`config.mk`:
```
export PLATFORM = sky130hd
export DESIGN_NAME = oaht_ctrl
export DESIGN_NICKNAME = d
export VERILOG_FILES = /design/src/hw/rtl/oaht_pkg.sv /design/src/hw/rtl/oaht_ctrl.sv
export SDC_FILE = /design/constraint.sdc
export NUM_CORES = 1
export LEC_CHECK = 0
export BUFFER_PORTS_ARGS = -buffer_cell sky130_fd_sc_hd__buf_2
export CAP_MARGIN = 10
export CORE_MARGIN = 5
export CORE_UTILIZATION = 44
export DETAILED_ROUTE_END_ITERATION = 12
export GPL_TIMING_DRIVEN = 0
export HOLD_SLACK_MARGIN = 0.15
export PLACE_DENSITY = 0.77
export SETUP_SLACK_MARGIN = 0.2
export SYNTH_ARGS = -nofsm -noshare
export SYNTH_HDL_FRONTEND = slang
export SYNTH_SLANG_ARGS = --single-unit
```
`constraint.sdc`:
```
create_clock -name clk_i -period 1.7 [get_ports clk_i]
set_input_delay 0.255 -clock clk_i [delete_from_list [all_inputs] [get_ports clk_i]]
set_output_delay 0.255 -clock clk_i [all_outputs]
set_load 0.02 [all_outputs]
```
`src/hw/rtl/oaht_pkg.sv`:
```
// ----------------------------------------------------------------------------
// oaht_pkg
// Shared types and constants of the open addressing hash table.
// ----------------------------------------------------------------------------
package oaht_pkg;

  localparam int unsigned TableEntries = 4096;
  localparam int unsigned SizeW        = 13;
  localparam int unsigned KeyW         = 31;
  localparam int unsigned ValW         = 31;
  localparam int unsigned CfgIdxW      = 3;
  localparam int unsigned CfgDataW     = 32;
  localparam logic [32:0] HashPrime    = 33'd4294967291;

  typedef enum logic [1:0] {
    FUNC_INSERT = 2'd0,
    FUNC_LOOKUP = 2'd1,
    FUNC_CLEAR  = 2'd2,
    FUNC_NONE   = 2'd3
  } func_e;

  typedef enum logic [1:0] {
    MODE_DIRECT = 2'd0,
    MODE_LINEAR = 2'd1,
    MODE_QUAD   = 2'd2,
    MODE_JUMP   = 2'd3
  } mode_e;

  typedef enum logic [1:0] {
    STAT_OK    = 2'd0,
    STAT_LIMIT = 2'd1,
    STAT_RANGE = 2'd2
  } status_e;

  typedef enum logic [CfgIdxW-1:0] {
    REG_MODE  = 3'd0,
    REG_MULT  = 3'd1,
    REG_ADD   = 3'd2,
    REG_SIZE  = 3'd3,
    REG_JMOD  = 3'd4,
    REG_LIMIT = 3'd5
  } reg_e;

  typedef enum logic [3:0] {
    ST_INIT,
    ST_IDLE,
    ST_CLEAR,
    ST_MUL,
    ST_MODP,
    ST_MODS,
    ST_READ,
    ST_WAIT,
    ST_CHECK,
    ST_STEP,
    ST_WRAP,
    ST_WRITE,
    ST_DONE
  } state_e;

  // controller to datapath
  typedef struct packed {
    logic load;       // capture input transaction
    logic clr_start;  // start clear sweep
    logic clr_step;   // clear one entry
    logic mul;        // form the hash sum
    logic modp_step;  // fold toward the prime, key mod jump modulus
    logic mods_start; // start the size reduction
    logic mods_step;
    logic rd;         // issue memory read
    logic step;       // advance the probe position
    logic wrap;       // one reduction step of the position
    logic wr;         // write the entry
    logic fin;        // build result
    logic fin_limit;
    logic fin_range;
  } cmd_t;

  // datapath to controller
  typedef struct packed {
    logic func_ins;
    logic func_lkp;
    logic func_clr;
    logic direct;
    logic range_bad;
    logic clr_last;
    logic modp_done;
    logic mods_done;
    logic hit;        // empty slot or matching key
    logic at_limit;
    logic wrap_done;
  } stat_t;

endpackage

```
`src/hw/rtl/oaht_ctrl.sv`:
```
// ----------------------------------------------------------------------------
// oaht_ctrl
// Sequencer of one table transaction: hash, probe walk, write, result.
// ----------------------------------------------------------------------------
module oaht_ctrl (
  input  logic             clk_i,
  input  logic             rst_ni,
  input  logic             in_valid_i,
  output logic             in_ready_o,
  output logic             out_valid_o,
  input  logic             out_ready_i,
  input  oaht_pkg::stat_t  stat_i,
  output oaht_pkg::cmd_t   cmd_o
);
  import oaht_pkg::*;

  state_e state_q, state_d;

  // after reset the valid bits are swept before the first transaction
  always_ff @(posedge clk_i or negedge rst_ni) begin
    if (!rst_ni) begin
      state_q <= ST_INIT;
    end else begin
      state_q <= state_d;
    end
  end

  // result register is free when empty or being taken
  logic out_free;
  assign out_free = !out_valid_o || out_ready_i;

  always_ff @(posedge clk_i or negedge rst_ni) begin
    if (!rst_ni) begin
      out_valid_o <= 1'b0;
    end else if (cmd_o.fin) begin
      out_valid_o <= 1'b1;
    end else if (out_ready_i) begin
      out_valid_o <= 1'b0;
    end
  end

  assign in_ready_o = (state_q == ST_IDLE);

  always_comb begin
    state_d = state_q;
    case (state_q)
      ST_INIT: begin
        if (stat_i.clr_last) begin
          state_d = ST_IDLE;
        end
      end
      ST_IDLE: begin
        if (in_valid_i) begin
          state_d = ST_MUL;
        end
      end
      ST_MUL: begin
        if (stat_i.func_clr) begin
          state_d = ST_CLEAR;
        end else if (!stat_i.func_ins && !stat_i.func_lkp) begin
          state_d = ST_DONE;
        end else if (stat_i.direct) begin
          state_d = stat_i.range_bad ? ST_DONE : ST_READ;
        end else begin
          state_d = ST_MODP;
        end
      end
      ST_CLEAR: begin
        if (stat_i.clr_last) begin
          state_d = ST_DONE;
        end
      end
      ST_MODP: begin
        if (stat_i.modp_done) begin
          state_d = ST_MODS;
        end
      end
      ST_MODS: begin
        if (stat_i.mods_done) begin
          state_d = ST_READ;
        end
      end
      ST_READ:  state_d = ST_WAIT;
      ST_WAIT:  state_d = ST_CHECK;
      ST_CHECK: begin
        if (stat_i.direct || stat_i.hit) begin
          state_d = stat_i.func_ins ? ST_WRITE : ST_DONE;
        end else if (stat_i.at_limit) begin
          state_d = ST_DONE;
        end else begin
          state_d = ST_STEP;
        end
      end
      ST_STEP:  state_d = ST_WRAP;
      ST_WRAP: begin
        if (stat_i.wrap_done) begin
          state_d = ST_READ;
        end
      end
      ST_WRITE: state_d = ST_DONE;
      ST_DONE: begin
        if (out_free) begin
          state_d = ST_IDLE;
        end
      end
      default:  state_d = ST_IDLE;
    endcase
  end

  // the limit flag is held until the result is built
  logic lim_q, lim_d;
  always_ff @(posedge clk_i or negedge rst_ni) begin
    if (!rst_ni) begin
      lim_q <= 1'b0;
    end else begin
      lim_q <= lim_d;
    end
  end

  always_comb begin
    lim_d = lim_q;
    if (state_q == ST_IDLE) begin
      lim_d = 1'b0;
    end else if (state_q == ST_CHECK && !stat_i.direct && !stat_i.hit && stat_i.at_limit) begin
      lim_d = 1'b1;
    end
  end

  always_comb begin
    cmd_o = '0;
    case (state_q)
      ST_INIT:   cmd_o.clr_step = 1'b1;
      ST_IDLE: begin
        cmd_o.load = in_valid_i;
      end
      ST_MUL: begin
        cmd_o.mul       = 1'b1;
        cmd_o.clr_start = stat_i.func_clr;
      end
      ST_CLEAR:  cmd_o.clr_step = 1'b1;
      ST_MODP: begin
        cmd_o.modp_step  = 1'b1;
        cmd_o.mods_start = stat_i.modp_done;
      end
      ST_MODS:   cmd_o.mods_step = 1'b1;
      ST_READ:   cmd_o.rd = 1'b1;
      ST_STEP:   cmd_o.step = 1'b1;
      ST_WRAP:   cmd_o.wrap = 1'b1;
      ST_WRITE:  cmd_o.wr = 1'b1;
      ST_DONE: begin
        cmd_o.fin       = out_free;
        cmd_o.fin_limit = lim_q;
        cmd_o.fin_range = stat_i.direct && stat_i.range_bad &&
                          (stat_i.func_ins || stat_i.func_lkp);
      end
      default: cmd_o = '0;
    endcase
  end

  a_one_accept: assert property (@(posedge clk_i) disable iff (!rst_ni)
    cmd_o.load |=> state_q == ST_MUL)
    else $error("accept did not start a transaction");
  a_result_once: assert property (@(posedge clk_i) disable iff (!rst_ni)
    cmd_o.fin |=> state_q == ST_IDLE && out_valid_o)
    else $error("result not presented");
  a_no_accept_busy: assert property (@(posedge clk_i) disable iff (!rst_ni)
    state_q != ST_IDLE |-> !cmd_o.load)
    else $error("accept while busy");

endmodule

```
==> results of run 1 <==
report_power, final:
part | leakage [nW] | switching, W | internal (W)
Combinational | 0.536 | 0.00121 | 0.00106
Sequential | 0.0723 | 0.0000961 | 0.000218
Clock | 0.0138 | 0.0000619 | 0.0000806
routing by layer:
metal | part of all wire | vias to the layer above | routed length [um]
met4 | 0.098 | 0 | 452
met3 | 0.14 | 62 | 652
met5 | 0 | - | 0
li1 | - | 440 | -
met1 | 0.31 | 529 | 1425
met2 | 0.45 | 150 | 2060
flip-flops by register name, summed over array words and instances (netlist names):
name / count
state_q: 4
lim_q: 1
out_valid_o: 1
cell type report:
| cell class | instances | share of cell area |
|---|---|---|
| inverter | 7 | 0.03001 |
| clock buffer | 3 | 0.01742 |
| sequential | 6 | 0.1181 |
| buffer | 5 | 0.06099 |
| multi-input combinational | 70 | 0.4337 |
| timing repair buffer | 54 | 0.3253 |
| tap | 15 | 0.01452 |
critical path: stages, from the launching register on:
cell	delay [ps]
dfrtp_1	400
buf_6	160
nand2b_4	190
o32ai_2	380
a221o_1	220
buf_4	140
o221ai_1	120
per-stage QoR:
stage                     setup WS [ps]  TNS (ps)  hold WS (ps)  area [um^2]  std cells
after global placement            60.91         0         80.42        829.5        133
after global routing             -78.23    -224.7         418.4         1292        160
after detailed placement          50.16         0         82.35        829.5        133
after floorplan                   82.95         0        -40.59        660.6         88
final                            -47.41    -70.74         420.8         1292        160
after CTS                         107.1         0         329.2         1086        150
path summary, 6_finish.rpt:
kind,from,to,slack (ps),depth (start not counted)
worst max register to register,state_q[3],state_q[2],-50,6
worst min-delay path,rst_ni,out_valid_o,420,2
worst min register to register,out_valid_o,out_valid_o,660,2
worst max-delay path,state_q[3],state_q[2],-50,6
max in group asynchronous,rst_ni,state_q[2],1100,2
min in group clk_i,out_ready_i,out_valid_o,440,3
cell usage in the layout, fill, tap and decap left out, types with 3 or more instances in the layout:
cell,instances
a21oi_1,4
buf_2,16
buf_4,29
buf_6,9
clkbuf_4,3
dfrtp_1,4
inv_1,6
nand2_1,4
nand2b_4,3
nor2_1,9
nor3_2,3
o21ai_0,6
o21ai_1,3
kinds of logic after synthesis:
group / count (synthesis)
simple gates: 40
compound gates: 29
buf+inv: 12
flops: 6
mux: 1
what timing repair did:
action | 4_1_cts | 5_1_grt
endpoints found under the hold margin | 6 | 0
pin swaps | 6 | 7
setup endpoints to repair | 19 | 19
cloned | 0 | 1
buffers inserted | 13 | 9
resized for setup | 35 | 29
hold buffers | 1 | 0
==> metrics, run 1 <==
GPL Wtd Cong 0.8521; busiest grt layer met2; top-count cell post-synth nor2_1; fillers 24; Pwr Density about 2100 nW/um^2; grt ovf 0; synth unique cells 34; average vias per placed instance 7.381; post-synthesis cell count 88; register area 152.6 um^2; failing checks setup timing; IO buf count 30; post-synthesis mux area share 0.01569; max-cap viol count 0; count of pins over their slew limit 0; DRC 0; CTS tree done; met1 GRT Util 0.3096; leak pwr 0.6225 nW; Max transition margin 0.6632; Critical Setup Path Class reg2reg; CP max FO 6; Layout area overhead 102.5%; clock root cell clkbuf_4; clk sinks 6; compound-gate portion of the synthesized area 0.3275; clk_lat worst skew about 260 ps; CP Data Arrival Time 1850 ps; XOR/XNOR share of the synthesized area 0; CTS Buf Count 3; Simple-Gate Fraction of Synth Area 0.3333; Worst-Margin Slew ~500 ps; Hold Path Class in2async; PnR worst setup slack -47.41 ps; largest net degree at the start of global routing 11; FMAX 572.3 MHz; first-pass GRT wire length 4181 um; Synth Area in Adders 0; Ys Warns 0; post-route ant nets 0; core area 1334 um^2; I/O pin total 31; Post-synth EDFFs 0; crit end category register; layout cells sized above 1 0.5862; DP HPWL 1574 um; share of the yosys chip area belonging to registers 0.2353; setup violators final 2; die extent in x 48.08 um; Max rail drop VDD 1374 uV; Mapped Area between 600 and 700 um^2; Mapped Nets 103; vias in the first global route approximately 890; min Tclk post-route 1747 ps; final worst path period share 1.028; Multi-input gate area between 500 and 600 um^2; row count 13; Startpoint Class register; Commonest cells post-synth 12 x nor2_1, 9 x o21ai_0, 7 x inv_1; DRT iter0 DRCs 123; die area 2312 um^2; GR Layer Usage met3 0.07519; #FFs+latches synth 6; largest family of logic cells by synthesized area simple AND/OR/NAND/NOR gates; H-tree depth 1; starting density of the core 0.4784; Async SR Flop Fraction 1.000; Detailed Routing Iterations Pass 1 5; Avg Cell Area, Syn between 7 and 8 um^2; Final Util 0.9690; Worst Path Required 1800 ps; via total after detailed routing 1181; GRT met2 Usage 0.4776; leading area contributor after synthesis dfrtp_1; CTS clk-pin slew, worst paths about 50 ps; Nets roughly 160; Routed WL 4591 um; RSZ-0062 raised after global routing true; Final Hold Viols 0; status finished, violations left; CTS Buffer Depth 2; main area contributors after synthesis dfrtp_1 24%, o21ai_0 7.1%, nor2_1 7.1%; clock skew 8.906 ps; Power Total 0.002735 W; Routed wire per std cell 28.69 um; Synth top area share 0.2353; initial antenna violation count 0; Diodes inserted 0; GRT Total Usage 0.2689; Post-synth top flop dfrtp_1; Die H 48.08 um
No activity file was read; power rests on OpenSTA's default activity.
==> run 2: changes to the inputs <==
- MAX_ROUTING_LAYER: not set -> met4
==> run 2 against run 1 <==
The flow still finishes with violations (setup timing). Maximum frequency rose by 1.1%. Global-route usage rose by 2.6 points. Design area fell by 1.5%. Register-to-register slack improved by 20 ps. Sequential power rose by 3%. Sequential cell count did not move. Largest cell class unchanged. Largest power group unchanged.
==> metrics, run 2 (synthesized netlist as in run 1, its figures left out) <==
status finished, violations left (unchanged); failing checks setup timing (unchanged); Routed wire per std cell 26.40 um (was 28.69 um); Detailed Routing Iterations Pass 1 8 (was 5); average vias per placed instance 7.351 (was 7.381); row count 13 (unchanged); CTS Buffer Depth 2 (unchanged); Multi-input gate area 586.8 um^2 (was 560.5 um^2); largest net degree at the start of global routing 8 (was 11); DRT iter0 DRCs 129 (was 123); I/O pin total 31 (unchanged); Diodes inserted 0 (unchanged); Worst-Margin Slew 409.4 ps (was 500.0 ps); Largest register FFs 4 (unchanged); Hold Path Class in2async (unchanged); die area 2312 um^2 (unchanged); Worst Path Required 1840 ps (was 1800 ps); GPL Wtd Cong 0.8682 (was 0.8521); initial antenna violation count 0 (unchanged); combinational share of power 0.821 (was 0.833); Sw Pwr 0.001306 W (was 0.001372 W); Post-DP Area 829.5 um^2 (unchanged); Largest regs state_q: 4 flops, lim_q: 1 flops, out_valid_o: 1 flops (unchanged); register area 152.6 um^2 (unchanged); via total after detailed routing 1132 (was 1181); starting density of the core 0.4784 (unchanged); Final Hold Viols 0 (unchanged); final setup TNS -45.13 ps (was -70.74 ps); Top reg by flops state_q (unchanged); CP most frequent cell buf_4; Max rail drop VDD 1495 uV (was 1374 uV); IO buf count 30 (unchanged); most common cell after layout, fill and taps aside buf_4 (unchanged); clk sinks 6 (unchanged); Startpoint Class register (unchanged); layout cells sized above 1 0.5755 (was 0.5862); slowest stage delay, CP 390 ps (was 400 ps); share of power burned in registers 0.123 (was 0.115); Critical Setup Path Class reg2reg (unchanged); CTS Buf Count 3 (unchanged); count of pins over their slew limit 0 (unchanged); Layout area overhead 99.41% (was 102.5%); Pwr Density 2061 nW/um^2 (was 2116 nW/um^2); min Tclk post-route 1728 ps (was 1747 ps); PnR worst setup slack -28.32 ps (was -47.41 ps); grt ovf 0 (unchanged); Max transition margin 0.7265 (was 0.6632); die extent in x 48.08 um (unchanged); slowest CP cell dfrtp_1 (unchanged); clk_lat worst skew 260 ps (about the same); CP max FO 5 (was 6); Clk pwr share 0.056 (was 0.052); Power Total 0.002623 W (was 0.002735 W); Final Util 0.9540 (was 0.9690); H-tree depth 1 (unchanged); post-route ant nets 0 (unchanged); most frequent cells in the layout 19 x buf_4, 16 x buf_2, 14 x buf_6 (was 29 x buf_4, 16 x buf_2, 9 x buf_6, 9 x nor2_1); Routed WL 4066 um (was 4591 um); clock skew 5.525 ps (was 8.906 ps); Post-Place Worst Slack 47.85 ps (was 50.16 ps); Nets 156 (was 162); final instance area 1272 um^2 (was 1292 um^2); final worst path period share 1.017 (was 1.028); clock root cell clkbuf_4 (unchanged); Die H 48.08 um (unchanged); FMAX 578.6 MHz (was 572.3 MHz); DRC 0 (unchanged); fillers 32 (was 24); core area 1334 um^2 (unchanged); CP Data Arrival Time 1870 ps (was 1850 ps); vias in the first global route 919 (was 893); RSZ-0062 raised after global routing true (unchanged); GRT Total Usage 0.2948 (was 0.2689); CTS clk-pin slew, worst paths 60 ps (was 50 ps); Critical Path, Cell by Cell buf_6 -> buf_4 -> buf_4 -> nor3_1 -> nor3b_1 -> o2bb2ai_1 -> a221o_1 (was buf_6 -> nand2b_4 -> o32ai_2 -> a221o_1 -> buf_4 -> o221ai_1); first-pass GRT wire length 4547 um (was 4181 um); leak pwr 0.5977 nW (was 0.6225 nW); CTS tree done (unchanged); crit end category register (unchanged); Int Pwr 0.001316 W (was 0.001363 W); DP HPWL 1485 um (was 1574 um); sw frac 0.4981 (was 0.5017); max-cap viol count 0 (unchanged); setup violators final 3 (was 2)
run 2: worst paths after layout:
kind                       depth (start not counted)  slack, ps  startpoint           to
min in group clk_i                                 5        480   stat_i[5]   state_q[2]
max in group asynchronous                          2       1140      rst_ni   state_q[2]
min reg2reg                                        2        640       lim_q        lim_q
max reg2reg                                        7        -30  state_q[3]   state_q[1]
min                                                2        380      rst_ni  out_valid_o
max                                                7        -30  state_q[3]   state_q[1]
run 2: worst max-delay path: cells and delay by family (launching register included):
| family | cells | cell delay (ps) |
|---|---|---|
| compound gates | 2 | 430 |
| simple gates | 2 | 350 |
| flops | 1 | 390 |
| buf+inv | 3 | 440 |
run 2: power by group through the flow:
stage	Combinational, W	Clock (W)	Sequential (W)
5_1_grt	0.00220	0.000158	0.000324
3_5_place_dp	0.00105	0	0.000272
2_1_floorplan	0.000797	0	0.000266
4_1_cts	0.00167	0.000134	0.000290
3_3_place_gp	0.00105	0	0.000270
6_report	0.00215	0.000146	0.000323
run 2: final cells by class:
cell class | instances | area share
multi-input cells | 70 | 0.4612
clock buffers | 3 | 0.01770
repair buffers | 48 | 0.3058
inverters | 7 | 0.02262
flip-flops and latches | 6 | 0.1200
plain buffers | 5 | 0.05801
well taps | 15 | 0.01475
run 2: what timing repair did:
action	CTS	global route
hold buffers	1	0
gates cloned	1	0
pin swaps	8	7
buffers inserted	14	2
resized for setup	43	25
endpoints found under the hold margin	6	0
endpoints found under the setup margin	18	20
run 2: layer usage:
metal  wire length, um  vias to the layer above  track usage
met5                 0                        -            -
met4               296                        0      0.08602
met3               679                       44      0.06015
met2              1850                      157       0.5013
met1              1241                      502       0.3460
li1                  -                      429            -
run 2: through the flow:
stage	hold slack (ps)	std cells
after floorplan	-40.59	88
after global placement	80.33	133
after detailed placement	82.74	133
after CTS	340.6	152
after global routing	366.3	154
final	380.3	154
